**src/rtl/ath_pkg.sv**
```systemverilog
`default_nettype none
// ----------------------------------------------------------------------------
// ath_pkg
// Shared types, codes and helpers of the allocation tracking hash table.
// ----------------------------------------------------------------------------
package ath_pkg;

  // The slot count must be a power of two, so that the home slot is a mask.
  localparam int TABLE_SLOTS = 128;
  localparam int SLOT_W      = $clog2(TABLE_SLOTS);
  localparam int CNT_W       = $clog2(TABLE_SLOTS + 1);
  localparam int HASH_STEPS  = 4;
  localparam int STEP_W      = $clog2(HASH_STEPS);
  localparam int QUEUE_DEPTH = 2;
  localparam int CFG_IDX_W   = 1;

  localparam logic [31:0] HASH_SEED = 32'd5381;

  localparam logic [CFG_IDX_W-1:0] CFG_TRACKING_ENABLE      = 1'd0;
  localparam logic [CFG_IDX_W-1:0] CFG_DOUBLE_RELEASE_CHECK = 1'd1;

  localparam logic [1:0] CMD_ALLOC   = 2'd0;
  localparam logic [1:0] CMD_RELEASE = 2'd1;
  localparam logic [1:0] CMD_MOVE    = 2'd2;

  localparam logic [2:0] OP_OFF     = 3'd0;
  localparam logic [2:0] OP_NOP     = 3'd1;
  localparam logic [2:0] OP_ALLOC   = 3'd2;
  localparam logic [2:0] OP_RELEASE = 3'd3;
  localparam logic [2:0] OP_MOVE    = 3'd4;

  localparam logic [2:0] ST_OK       = 3'd0;
  localparam logic [2:0] ST_DOUBLE   = 3'd1;
  localparam logic [2:0] ST_NOTFOUND = 3'd2;
  localparam logic [2:0] ST_FULL     = 3'd3;
  localparam logic [2:0] ST_DISABLED = 3'd4;

  localparam logic [1:0] SLOT_EMPTY   = 2'd0;
  localparam logic [1:0] SLOT_VALID   = 2'd1;
  localparam logic [1:0] SLOT_DELETED = 2'd2;

  typedef struct packed {
    logic [1:0]  command;
    logic [63:0] address;
    logic [63:0] new_address;
  } ath_in_t;

  typedef struct packed {
    logic [2:0] status;
    logic [6:0] slot_index;
    logic [7:0] entry_total;
  } ath_out_t;

  typedef struct packed {
    logic tracking_enable;
    logic double_release_check;
  } ath_cfg_t;

  typedef struct packed {
    logic [2:0]        op;
    logic [63:0]       address;
    logic [63:0]       new_address;
    logic [SLOT_W-1:0] home_a;
    logic [SLOT_W-1:0] home_n;
  } ath_job_t;

  typedef struct packed {
    logic [1:0]  status;
    logic        released;
    logic [63:0] key;
  } ath_entry_t;

  localparam int ENTRY_W = $bits(ath_entry_t);

  function automatic logic [31:0] hash_step(input logic [31:0] h, input logic [7:0] b);
    hash_step = (h << 5) + h + {24'd0, b};
  endfunction

endpackage
`default_nettype wire

```
**src/rtl/ath_queue.sv**
```systemverilog
`default_nettype none
// ----------------------------------------------------------------------------
// ath_queue
// Short queue of classified commands between the front and the back.
// ----------------------------------------------------------------------------
module ath_queue
  import ath_pkg::*;
(
  input  wire logic     clk,
  input  wire logic     rst,
  input  wire logic     push,
  input  wire ath_job_t din,
  input  wire logic     pop,
  output ath_job_t      dout,
  output logic          full,
  output logic          empty
);

  localparam int PTR_W = $clog2(QUEUE_DEPTH);

  ath_job_t         entries [QUEUE_DEPTH];
  logic [PTR_W-1:0] wptr;
  logic [PTR_W-1:0] rptr;
  logic [PTR_W:0]   fill;

  assign full  = (fill == (PTR_W + 1)'(QUEUE_DEPTH));
  assign empty = (fill == '0);
  assign dout  = entries[rptr];

  always_ff @(posedge clk) begin
    if (push) begin
      entries[wptr] <= din;
    end
  end

  always_ff @(posedge clk) begin
    if (rst) begin
      wptr <= '0;
      rptr <= '0;
      fill <= '0;
    end else begin
      if (push) begin
        wptr <= (wptr == PTR_W'(QUEUE_DEPTH - 1)) ? '0 : wptr + 1'b1;
      end
      if (pop) begin
        rptr <= (rptr == PTR_W'(QUEUE_DEPTH - 1)) ? '0 : rptr + 1'b1;
      end
      if (push && !pop) begin
        fill <= fill + 1'b1;
      end else if (pop && !push) begin
        fill <= fill - 1'b1;
      end
    end
  end

endmodule
`default_nettype wire

```
**config.mk**
```make
export PLATFORM = sky130hd
export DESIGN_NAME = ath_queue
export DESIGN_NICKNAME = d
export VERILOG_FILES = /design/src/rtl/ath_pkg.sv /design/src/rtl/ath_queue.sv
export SDC_FILE = /design/constraint.sdc
export NUM_CORES = 1
export LEC_CHECK = 0
export ABC_AREA = 1
export BUFFER_PORTS_ARGS = -buffer_cell sky130_fd_sc_hd__buf_2
export CORE_MARGIN = 3
export CORE_UTILIZATION = 52
export DETAILED_ROUTE_END_ITERATION = 8
export MAX_ROUTING_LAYER = met4
export PLACE_DENSITY = 0.79
export REMOVE_ABC_BUFFERS = 1
export SYNTH_ARGS = -nofsm -noshare
export SYNTH_HDL_FRONTEND = slang
export SYNTH_SLANG_ARGS = --single-unit
```
**constraint.sdc**
```tcl
create_clock -name clk -period 11.7 [get_ports clk]
set_input_delay 2.34 -clock clk [delete_from_list [all_inputs] [get_ports clk]]
set_output_delay 2.34 -clock clk [all_outputs]
set_load 0.005 [all_outputs]
```
==> impl_results.md <==
* CTS H-tree lvls at 1
* DPL Wire Length at 14000 um
* Row count at 52
* Setup violators final at 0
* Setup bufs post-CTS at 0
* Worst Tran Pin Value at 1130 ps
* Seq/Total Area, Yosys at 0.810
* Top Ports at 296
* Post-layout util at 0.662
* DR pass1 iterations at 4
* Hold crit path type: reg -> reg
* Number of synthesized flops with an enable pin at slightly below 300
* Layout filler cell count at around 1400
* Synthesized instance count at 484
* Max Freq at about 0.18 GHz
* Routed len/inst at 19.1 um
* Status: finished clean
* Worst EP arrival at 3210 ps
* FF+latch count, synth at 295
* Reg clk slew, reported paths at 60 ps
* Multi-input logic area at 1920 um2
* Die Area at 22700 um2
* Max Slew Vio Count at 0
* Final setup skew at 8.20 ps
* PD cells at ~170 nW/um2
* Crit path launch type: flip-flop
* PostCTS Resize Cnt at 0
* Mean Syn Cell Area at 22.5 um2
* Crit end category: output pin
* Global-route wire length before repair at 30700 um
* Layout area overhead at 24.0%
* FF+latch area at ~8800 um2
* Vias in the first global route at around 5800
* Share of layout cells above drive strength 1 at 0.597
* Clock Root Buffer: clkbuf_16
* Commonest cells in the synthesized netlist: 290 x edfxtp_1, 95 x mux2_2, 50 x mux2_4
* Detailed Route WL at 20800 um
* CTS tree: yes
* Total grt overflow at 0
* Die height at 151 um
* Hold Buf Count CTS at 0
* Vias per cell at 5.10
* TNS Setup at 0 ps
* Nets@finish at 948
* Antenna violations before repair at 2
* Share of the cycle needed by the critical path after routing at 0.475
* Mapped cell area at 10900 um2
* MaxCap Viol Count at 0
* Gpl congestion at 0.780
* RSZ-0062 raised after global routing: no
* Pin count of the biggest net entering global routing at between 80 and 90
* Initial Utilization at 0.534
* Hold Fails Final Rpt at 0
* Total track usage at 0.179
* Cts bufs inserted at 29
* Antenna Violating Nets Remaining at 0
* DRT iter0 DRCs at about 340
* Via count at roughly 5600
* Clock latency on the worst-skew pair at between 500 and 600 ps
* Clock tree buffer depth at 3
* CP max FO at 76
* Die W at 151 um
* Most common cell in the netlist: edfxtp_1
* Worst rel slew slack at 0.250
* Post-synth ARST share at 0
* Synth area leaders: edfxtp_1 80%, mux2_2 9.8%, mux2_4 6.9%
* Clk sinks at a little under 300
* Synth warnings at 0
* Post-synth cell types at 16
* Worst EP required at 9360 ps
* Top FF cell, synth: edfxtp_1
* Final min period at between 5000 and 6000 ps
* Core ar. at 20400 um2
* Post-synth top area cell: edfxtp_1
* Residual DRC count at 0
* Leak at 5.18 nW
* Peak VDD IR at about 0.12 mV
* Post-synth top area share at 0.800
* I/O Buffers at 295
* WS Path Type: reg -> out
-- layer usage --
metal	part of all wire	routed length [um]	vias to the layer above	GRT usage
met5	0	0	-	-
met4	0.025	531	0	0.0549
met3	0.084	1750	45	0.0373
met2	0.51	10600	256	0.301
met1	0.38	7990	2713	0.222
li1	-	-	2550	-
-- final timing paths --
kind	start	end	slack [ps]	cells past startpoint
worst min-delay path	rptr$_SDFFE_PP0P_	flip-flop	530	2
worst max-delay path	flip-flop	dout[56]	6150	3
worst min register to register	rptr$_SDFFE_PP0P_	flip-flop	530	2
worst max register to register	wptr$_SDFFE_PP0P_	entries[0][56]$_DFFE_PP_	9150	3
-- power breakdown --
part           internal [mW]  total [mW]  leakage [nW]  switching [mW]
combinational          0.118       0.217          2.00          0.0986
clock                  0.472       0.834         0.423           0.362
sequential              1.23        1.25          2.76          0.0250
-- logic make-up after synthesis --
logic type                 after synthesis  share of synthesized area
adders and majority gates                1                    0.00115
DFF                                    295                      0.810
muxes                                  145                      0.167
AOI/OAI and AO/OA                        2                   0.000919
and+or+nand+nor                         15                    0.00564
buffers and inverters                   25                     0.0145
xor gates and xnor gates                 1                   0.000805
-- flip-flops by register name (all words and copies together) (netlist names), named ones only --
| register | cells |
|---|---|
| rptr | 1 |
| entries | 290 |
| wptr | 1 |
| fill | 2 |
-- area by class of cell --
class	count	share of cell area
multi-input cells	164	0.142
inverters	9	0.00288
diodes	2	0.000371
flip-flops and latches	295	0.653
clock inverters	22	0.0100
well taps	270	0.0251
clock buffers	30	0.0541
repair buffers	299	0.112
-- stage by stage --
step	cell area (um2)	std cells	hold slack, ps	setup slack [ps]	total power, mW
final	13500	1091	532	6150	2.30
after global routing	13500	1091	587	5960	2.39
after CTS	13500	1089	531	6090	2.33
after detailed placement	12600	1037	523	6660	1.49
after global placement	12600	1037	496	6730	1.48
after floorplan	10800	468	480	2600	1.40
-- critical path, stage by stage (launching register included) --
cell,delay (ps)
dfxtp_4,1090
buf_4,950
mux2_2,430
buf_2,130
-- placed cells by master (no fill, tap or decap) --
master	synthesis	layout
o21ai_0	1	1
inv_1	9	8
nor3_1	1	1
nand3_1	1	1
inv_6	0	2
clkinvlp_4	0	3
edfxtp_1	290	290
dfxtp_1	5	4
nor2_1	7	6
mux2_4	50	50
nand4_1	1	1
bufinv_16	0	1
xnor2_1	1	1
dfxtp_4	0	1
mux2_2	95	95
nor2_4	0	1
buf_2	9	295
a21oi_1	1	1
diode_2	0	2
clkinv_1	0	9
clkbuf_16	0	29
clkbuf_1	0	1
clkinv_2	0	8
ha_1	1	1
buf_4	0	4
nand2_1	5	5
No activity file was read; power rests on OpenSTA's default activity.
