File: config.mk
export PLATFORM = sky130hd
export DESIGN_NAME = ath_front
export DESIGN_NICKNAME = d
export VERILOG_FILES = /design/src/rtl/ath_pkg.sv /design/src/rtl/ath_front.sv
export SDC_FILE = /design/constraint.sdc
export NUM_CORES = 1
export LEC_CHECK = 0
export BUFFER_PORTS_ARGS = -buffer_cell sky130_fd_sc_hd__buf_2
export CAP_MARGIN = 0
export CORE_MARGIN = 2
export CORE_UTILIZATION = 43
export DETAILED_ROUTE_END_ITERATION = 16
export PLACE_DENSITY = 0.76
export SLEW_MARGIN = 5
export SYNTH_ARGS = -nofsm -noshare
export SYNTH_HDL_FRONTEND = slang
export SYNTH_SLANG_ARGS = --single-unit
File: constraint.sdc
create_clock -name clk -period 10.8 [get_ports clk]
set_input_delay 1.62 -clock clk [delete_from_list [all_inputs] [get_ports clk]]
set_output_delay 1.62 -clock clk [all_outputs]
set_load 0.05 [all_outputs]
File: src/rtl/ath_pkg.sv
`default_nettype none
// ----------------------------------------------------------------------------
// ath_pkg
// Shared types, codes and helpers of the allocation tracking hash table.
// ----------------------------------------------------------------------------
package ath_pkg;

  // The slot count must be a power of two, so that the home slot is a mask.
  localparam int TABLE_SLOTS = 128;
  localparam int SLOT_W      = $clog2(TABLE_SLOTS);
  localparam int CNT_W       = $clog2(TABLE_SLOTS + 1);
  localparam int HASH_STEPS  = 4;
  localparam int STEP_W      = $clog2(HASH_STEPS);
  localparam int QUEUE_DEPTH = 2;
  localparam int CFG_IDX_W   = 1;

  localparam logic [31:0] HASH_SEED = 32'd5381;

  localparam logic [CFG_IDX_W-1:0] CFG_TRACKING_ENABLE      = 1'd0;
  localparam logic [CFG_IDX_W-1:0] CFG_DOUBLE_RELEASE_CHECK = 1'd1;

  localparam logic [1:0] CMD_ALLOC   = 2'd0;
  localparam logic [1:0] CMD_RELEASE = 2'd1;
  localparam logic [1:0] CMD_MOVE    = 2'd2;

  localparam logic [2:0] OP_OFF     = 3'd0;
  localparam logic [2:0] OP_NOP     = 3'd1;
  localparam logic [2:0] OP_ALLOC   = 3'd2;
  localparam logic [2:0] OP_RELEASE = 3'd3;
  localparam logic [2:0] OP_MOVE    = 3'd4;

  localparam logic [2:0] ST_OK       = 3'd0;
  localparam logic [2:0] ST_DOUBLE   = 3'd1;
  localparam logic [2:0] ST_NOTFOUND = 3'd2;
  localparam logic [2:0] ST_FULL     = 3'd3;
  localparam logic [2:0] ST_DISABLED = 3'd4;

  localparam logic [1:0] SLOT_EMPTY   = 2'd0;
  localparam logic [1:0] SLOT_VALID   = 2'd1;
  localparam logic [1:0] SLOT_DELETED = 2'd2;

  typedef struct packed {
    logic [1:0]  command;
    logic [63:0] address;
    logic [63:0] new_address;
  } ath_in_t;

  typedef struct packed {
    logic [2:0] status;
    logic [6:0] slot_index;
    logic [7:0] entry_total;
  } ath_out_t;

  typedef struct packed {
    logic tracking_enable;
    logic double_release_check;
  } ath_cfg_t;

  typedef struct packed {
    logic [2:0]        op;
    logic [63:0]       address;
    logic [63:0]       new_address;
    logic [SLOT_W-1:0] home_a;
    logic [SLOT_W-1:0] home_n;
  } ath_job_t;

  typedef struct packed {
    logic [1:0]  status;
    logic        released;
    logic [63:0] key;
  } ath_entry_t;

  localparam int ENTRY_W = $bits(ath_entry_t);

  function automatic logic [31:0] hash_step(input logic [31:0] h, input logic [7:0] b);
    hash_step = (h << 5) + h + {24'd0, b};
  endfunction

endpackage
`default_nettype wire

File: src/rtl/ath_front.sv
`default_nettype none
// ----------------------------------------------------------------------------
// ath_front
// Accepts a command, classifies it and hashes both addresses to home slots.
// ----------------------------------------------------------------------------
module ath_front
  import ath_pkg::*;
(
  input  wire logic     clk,
  input  wire logic     rst,
  input  wire logic     start,
  input  wire ath_in_t  item,
  input  wire ath_cfg_t cfg,
  input  wire logic     q_full,
  output logic          busy,
  output logic          push,
  output ath_job_t      push_job
);

  localparam logic [1:0] F_IDLE = 2'd0;
  localparam logic [1:0] F_HASH = 2'd1;
  localparam logic [1:0] F_PUSH = 2'd2;

  logic [1:0]        state;
  logic [STEP_W-1:0] step;
  logic [2:0]        op;
  logic [63:0]       addr;
  logic [63:0]       naddr;
  logic [31:0]       ha;
  logic [31:0]       hn;
  logic [15:0]       byte_a;
  logic [15:0]       byte_n;

  assign busy   = (state != F_IDLE);
  assign push   = (state == F_PUSH) && !q_full;
  assign byte_a = addr[16*step +: 16];
  assign byte_n = naddr[16*step +: 16];

  always_comb begin
    push_job.op          = op;
    push_job.address     = addr;
    push_job.new_address = naddr;
    push_job.home_a      = ha[SLOT_W-1:0];
    push_job.home_n      = hn[SLOT_W-1:0];
  end

  always_ff @(posedge clk) begin
    if (rst) begin
      state <= F_IDLE;
    end else begin
      case (state)
        F_IDLE: begin
          if (start) begin
            addr  <= item.address;
            naddr <= item.new_address;
            ha    <= HASH_SEED;
            hn    <= HASH_SEED;
            step  <= '0;
            if (!cfg.tracking_enable) begin
              op <= OP_OFF;
            end else begin
              case (item.command)
                CMD_ALLOC:   op <= OP_ALLOC;
                CMD_RELEASE: op <= OP_RELEASE;
                CMD_MOVE:    op <= OP_MOVE;
                default:     op <= OP_NOP;
              endcase
            end
            state <= F_HASH;
          end
        end
        F_HASH: begin
          ha   <= hash_step(hash_step(ha, byte_a[7:0]), byte_a[15:8]);
          hn   <= hash_step(hash_step(hn, byte_n[7:0]), byte_n[15:8]);
          step <= step + 1'b1;
          if (step == STEP_W'(HASH_STEPS - 1)) begin
            state <= F_PUSH;
          end
        end
        F_PUSH: begin
          if (!q_full) begin
            state <= F_IDLE;
          end
        end
        default: state <= F_IDLE;
      endcase
    end
  end

endmodule
`default_nettype wire

==> results of run 1 <==
==> tightest hold or removal path, delay by kind of cell, from the launching register on <==
kind | cells | cell delay, ps
simple gates | 1 | 110
flops | 1 | 370
compound gates | 1 | 60
==> sequential cells by signal, summed over array words and instances (netlist names) <==
register / flops
addr: 64
naddr: 64
ha: 7
hn: 7
op: 3
state: 2
step: 2
==> power by group through the flow <==
stage	Sequential (mW)	Clock, mW	Combinational (mW)
2_1_floorplan	0.815	0	0.312
3_3_place_gp	0.709	0	0.520
3_5_place_dp	0.712	0	0.536
4_1_cts	0.700	0.589	0.541
5_1_grt	0.703	0.609	0.593
6_report	0.699	0.577	0.537
==> final timing paths <==
path,startpoint,end,slack (ps),cells past startpoint
max reg2reg,step[0],hn[6],6150,16
min reg2reg,state[0],state[0],590,2
max,step[0],hn[6],6150,16
min,state[0],state[0],590,2
==> area by class of cell <==
type,instances,area share (%)
well taps,184,2.636
inverters,19,0.8165
clock buffers,17,4.870
clock inverters,15,1.619
multi-input cells,167,22.53
repair buffers,286,16.53
flip-flops and latches,149,51.00
==> cell families (layout without fill, tap and decap cells) <==
kind of cell               count (synthesis)  count (layout)  synth area share (%)
AOI/OAI and AO/OA                         36              36                 3.498
xor gates and xnor gates                  22              22                 3.806
adders and majority gates                 49              49                 10.34
buffers and inverters                     25             337                 1.595
DFF                                      149             149                 68.42
muxes                                     28              28                 9.860
and+or+nand+nor                           32              32                 2.479
==> synth_stat cells <==
| cell type | count |
|---|---|
| edfxtp_1 | 147 |
| ha_1 | 41 |
| mux4_2 | 25 |
| inv_1 | 19 |
| nor2_1 | 13 |
| a21oi_1 | 11 |
| xnor2_1 | 11 |
| a21o_1 | 8 |
| fa_1 | 8 |
| a211oi_1 | 7 |
| nand2b_1 | 7 |
| xor2_1 | 7 |
| o21ai_0 | 6 |
| and2_1 | 4 |
| o21bai_1 | 4 |
| xnor3_1 | 4 |
| clkbuf_1 | 3 |
| mux4_1 | 3 |
| buf_2 | 2 |
| dfxtp_1 | 2 |
| nand2_1 | 2 |
| nor2b_1 | 2 |
| nor3_1 | 2 |
| buf_6 | 1 |
| nor3b_1 | 1 |
| or2_2 | 1 |
==> metrics by stage <==
step                      power, mW  instance area, sq um  hold slack, ps  util (%)  std cells
after detailed placement      1.248                  8168           590.9     55.78        805
after global placement        1.230                  8168           534.7     55.78        805
after global routing          1.905                  8735           632.3     59.65        837
after floorplan               1.126                  6515           509.9         -        341
after CTS                     1.830                  8735           594.9     59.65        837
final                         1.812                  8735           588.9     59.65        837
==> layer usage <==
layer  global-route usage (%)  up-vias  share of wire [%]
met1                    23.07     2060                 40
met4                    7.434        0                1.9
met5                        0        -                  0
li1                         -     1944                  -
met3                    7.077       24                7.1
met2                    32.61      186                 51
==> summary.txt, run 1 <==
Run status
  – Run status: complete, no violations

STA
  – Worst-margin pin slew: 905.5 ps
  – Final Hold Viols: 0
  – Setup TNS: 0 ps
  – Clk_skew: 13.90 ps
  – # setup viols final: 0
  – RSZ-0062 raised after global routing: false
  – Tmin final: 4652 ps
  – Achievable clock frequency: 214.9 MHz
  – Max Slew Vio Count: 0
  – Worst Setup Slack, final: 6148 ps
  – Fin crit share: 43.08%
  – Worst rel slew slack: 39.51%

Route
  – Vias per cell: 5.035
  – 1st-iter DRT viols: 169
  – Routed Antenna Nets: 0
  – DR vias: 4214
  – # DRC: 0
  – Drt wl/cell: 18.67 um
  – Total Wirelength: 15630 um
  – Pre-antenna DRT Iters: 6

Synthesis
  – Area leader, netlist: edfxtp_1
  – Sequential area share after synthesis: 68.42%
  – Synth Net Count: 526
  – Syn Inst Count: 341
  – Yosys top cell area share: 67.81%
  – Syn Area/Cell: 19.09 sq um
  – Mapped cell area: 0.006510 sq mm
  – #FFs+latches synth: 149
  – Warnings from Yosys: 0
  – Synth area leaders: edfxtp_1, mux4_2, ha_1
  – Synth cell types: 26

Min path
  – Worst hold-check path type: flip-flop to flip-flop

Layout
  – Fraction of layout cells with a size suffix above 1: 52.99%
  – Seq. cell area: 0.004454 sq mm
  – Most frequent cells in the layout: buf_2, edfxtp_1, ha_1
  – Fin nets: 825
  – N_diodes: 0
  – Commonest non-fill, non-tap cell in the layout: buf_2
  – Fill cell count: 1177
  – Multi-input gate area: 0.001968 sq mm
  – Area Growth Syn to Fin: 34.17%

Critical path
  – Worst Setup Start Kind: flip-flop
  – Max stage delay on crit path: 610 ps
  – CP Buf/Inv Count: 3
  – CP max FO: 24
  – Slowest cell on crit path: edfxtp_1
  – Worst-path cell chain: buf_4 -> mux4_2 -> ha_1 -> ha_1 -> inv_1 -> fa_1 -> inv_1 -> a21o_1 -> a21oi_1 -> xor2_1 -> fa_1 -> xnor3_1 -> xnor2_1 -> xnor2_1 -> xnor3_1 -> nor2_1
  – Worst setup EP type: flip-flop
  – Arr. time, crit path: 4930 ps
  – Worst path top cell family by delay: adder cells
  – Crit path kind: flip-flop to flip-flop
  – WP data required: 11080 ps

Power
  – Clock Power Share: 31.8%
  – Combinational share of power: 29.6%
  – Switch share: 32.04%
  – VDD IR-drop max: 0.1284 mV
  – Leak Pwr: 3.769 nW
  – Sw power: 580.7 uW
  – PwrDens: 207.5 mW/mm^2
  – Internal power: 1.232 mW
  – Sequential Power Share: 38.6%

Clock network
  – Reg clk slew, reported paths: 60 ps
  – H-tree Lvls: 4
  – Clock buffer depth: 2
  – CTS tree: done
  – Total CTS buffers: 17
  – # resized after CTS: 0
  – Post-CTS setup buffer count: 0
  – Worst-Skew Late Latency: 430 ps
  – # hold bufs at CTS: 0
  – Clock Sinks: 149
  – Root buf cell: clkbuf_16

Global route
  – Total GRT Usage: 19.44%
  – Antenna violations before repair: 0
  – Largest net degree at the start of global routing: 69
  – First-pass GRT wire length: 23450 um
  – GRT Residual Overflow: 0
  – Vias in the first global route: 4506

Die
  – FP Rows: 44
  – DIE AREA: 0.01614 sq mm
  – Boundary Pins: 283
  – Initial Util: 44.45%
  – Chip width: 127.0 um
  – Die Height: 127.0 um
  – Core ar.: 0.01464 sq mm

Place
  – Place WS: 6116 ps
  – HPWL after DPL: 11660 um
  – Placer Congestion: 0.7939
  – IO Port Bufs: 281

Job
  – Max cap viols: 0
Power figures use the tool's default switching activity.
==> run 2: changes to the inputs <==
ABC_AREA = 1   (was not set)
CORE_UTILIZATION = 48   (was 43)
PLACE_DENSITY = 0.8   (was 0.76)
clock period = 4.3 ns   (was 10.8 ns; I/O delays follow)
==> summary.txt, run 2 <==
Run status
  – Run status: complete, no violations

Power
  – VDD IR-drop max: 0.4604 mV
  – PwrDens: 505.8 mW/mm^2
  – Leak Pwr: 4.234 nW

Min path
  – Worst hold-check path type: primary input to flip-flop
  – Hold Path Depth: 1
  – Hold Path Origin: item[26]
  – WHS Endpoint: naddr[26]

STA
  – Achievable clock frequency: 245.7 MHz
  – Worst rel slew slack: 46.63%
  – Final Hold Viols: 0
  – # setup viols final: 0
  – Minimum hold slack: 386.5 ps
  – Clk_skew: 8.815 ps
  – Max Slew Vio Count: 0
  – Fin crit share: 94.67%
  – Tmin final: 4071 ps
  – Setup TNS: 0 ps
  – Worst-margin pin slew: 800.5 ps

Synthesis
  – Synth Net Count: 753
  – Main flop type after synthesis: edfxtp_1
  – Sequential area share after synthesis: 65.30%
  – Synth cell count leaders: edfxtp_1, nand2_1, nor2_1
  – Area leader, netlist: edfxtp_1
  – Synth area leaders: edfxtp_1, ha_1, nand2_1
  – Warnings from Yosys: 0
  – Post-synthesis async set-or-reset flop share: 0%
  – EDFF count, synth: 147
  – Synth cell types: 29
  – Mapped cell area: 0.006822 sq mm
  – Syn Area/Cell: 12.01 sq um
  – Yosys top cell area share: 64.71%
  – #FFs+latches synth: 149
  – Most common cell in the netlist: edfxtp_1
  – Syn Inst Count: 568

Critical path
  – Arr. time, crit path: 4250 ps
  – Slowest cell on crit path: edfxtp_1
  – Worst-path cell chain: buf_12 -> buf_6 -> o21ai_0 -> o22ai_2 -> ha_2 -> ha_1 -> inv_1 -> fa_2 -> o21ai_2 -> xnor2_1 -> fa_1 -> inv_1 -> ha_1 -> nand2_1 -> inv_1 -> nand4_1 -> nand3_2 -> xnor2_2 -> nand3_1 -> nand2_1 -> nor2_1
  – Critical path's most frequent cell: inv_1
  – Reg2reg start: step[0]
  – CP Buf/Inv Count: 5
  – Max stage delay on crit path: 490 ps
  – Worst reg2reg setup slack: 230 ps
  – Crit path kind: flip-flop to flip-flop
  – WP data required: 4480 ps
  – Worst path top cell family by delay: adder cells
  – CP max FO: 8
  – Worst Setup Start Kind: flip-flop
  – Reg2reg end: hn[6]
  – Worst R2R Path Depth: 21
  – Worst setup EP type: flip-flop

Global route
  – Vias in the first global route: 5444
  – First-pass GRT wire length: 27030 um
  – Largest net degree at the start of global routing: 132
  – Antenna violations before repair: 2
  – GRT Residual Overflow: 0
  – Total GRT Usage: 24.30%

Layout
  – Seq. cell area: 0.004454 sq mm
  – Multi-input gate area: 0.002163 sq mm
  – Design area: 0.009279 sq mm
  – Fraction of layout cells with a size suffix above 1: 40.05%
  – Commonest non-fill, non-tap cell in the layout: buf_2
  – Fin nets: 1056
  – Most frequent cells in the layout: buf_2, edfxtp_1, nand2_1
  – Fill cell count: 1036
  – Final Core Density: 66.85%
  – Area Growth Syn to Fin: 36.02%
  – Finished Layout Cells: 1065
  – Top flop regs: addr: 64 flops, naddr: 64 flops

Job
  – Max cap viols: 0

Route
  – Routed Antenna Nets: 0
  – Vias per cell: 5.217
  – Drt wl/cell: 17.94 um
  – DR vias: 5556
  – 1st-iter DRT viols: 342
  – Pre-antenna DRT Iters: 5
  – # DRC: 0
  – Total Wirelength: 19100 um

Clock network
  – Worst-Skew Late Latency: 430 ps
  – H-tree Lvls: 4
  – Reg clk slew, reported paths: 70 ps
  – # hold bufs at CTS: 0
  – CTS tree: done
  – Root buf cell: clkbuf_16
  – Clock buffer depth: 2
  – Clock Sinks: 149
  – Total CTS buffers: 17

Place
  – Placed insts: 1022
  – HPWL after DPL: 13680 um
  – Placer Congestion: 0.8456
  – Placement-stage cell area: 0.008511 sq mm
  – IO Port Bufs: 281

Die
  – Initial Util: 49.14%
  – FP Rows: 43
  – Chip width: 123.2 um
  – Die Height: 123.2 um
  – Core ar.: 0.01388 sq mm
  – DIE AREA: 0.01518 sq mm
  – Boundary Pins: 283
==> run 2: cell count changes after synthesis, sizes merged, moves of 8 or more <==
cell / before / now
o21ai: 6 / 47
a21oi: 11 / 19
nand2: 2 / 106
clkbuf: 3 / 11
nand3: 0 / 27
inv: 19 / 46
nor2: 13 / 58
mux4: 28 / 0
o22ai: 0 / 20
==> run 2: per-layer routing <==
| layer | global-route usage, % | up-vias | share of wire [%] |
|---|---|---|---|
| li1 | - | 2627 | - |
| met1 | 27.97 | 2613 | 38 |
| met2 | 42.38 | 271 | 50 |
| met3 | 7.657 | 43 | 8.6 |
| met4 | 9.091 | 2 | 2.6 |
| met5 | 0 | - | 0.042 |
==> run 2: area by class of cell <==
| cell class | instances | share of cell area [%] |
|---|---|---|
| Clock buffer | 18 | 4.625 |
| Antenna cell | 1 | 0.02697 |
| Sequential cell | 149 | 48.00 |
| Timing Repair Buffer | 302 | 17.68 |
| Clock inverter | 14 | 1.982 |
| Inverter | 46 | 1.942 |
| Tap cell | 180 | 2.427 |
| Multi-Input combinational cell | 355 | 23.31 |
==> run 2: power by group <==
group / switching (mW) / leakage [nW] / total [mW] / internal [mW]
clock: 0.651 / 0.298 / 1.54 / 0.885
combinational: 0.912 / 2.55 / 1.41 / 0.494
sequential: 0.0450 / 1.38 / 1.75 / 1.71
total: 1.61 / 4.23 / 4.69 / 3.09
==> run 2: repair_timing <==
item                                    CTS  global route
resized for setup                         0            13
buffers inserted                          0             8
endpoints found under the setup margin    0             2
==> run 2: logic make-up after synthesis <==
kind of cell,synth area share [%]
AO/OA/AOI/OAI,7.869
XOR/XNOR,1.027
adder cells (fa/ha/maj),9.868
buffers and inverters,3.760
flip-flops,65.30
AND/OR/NAND/NOR,12.18
==> run 2: worst max-delay path by stage <==
stage                       start  endpoint  slack (ps)  cells past startpoint
final                     step[0]     hn[6]         230                     21
after global routing      step[0]     hn[6]         -60                     20
after CTS                 step[0]     hn[6]         120                     20
after detailed placement  step[0]     hn[6]         170                     20
after global placement    step[0]     hn[6]         230                     20
after floorplan             start   addr[0]        -120                      1
==> run 2: metrics by stage <==
step / setup slack, ps / power [mW]
after global placement: 225.3 / 3.071
after floorplan: -121.6 / 2.780
after CTS: 121.0 / 4.658
after global routing: -59.32 / 4.944
final: 229.3 / 4.693
after detailed placement: 165.6 / 3.117
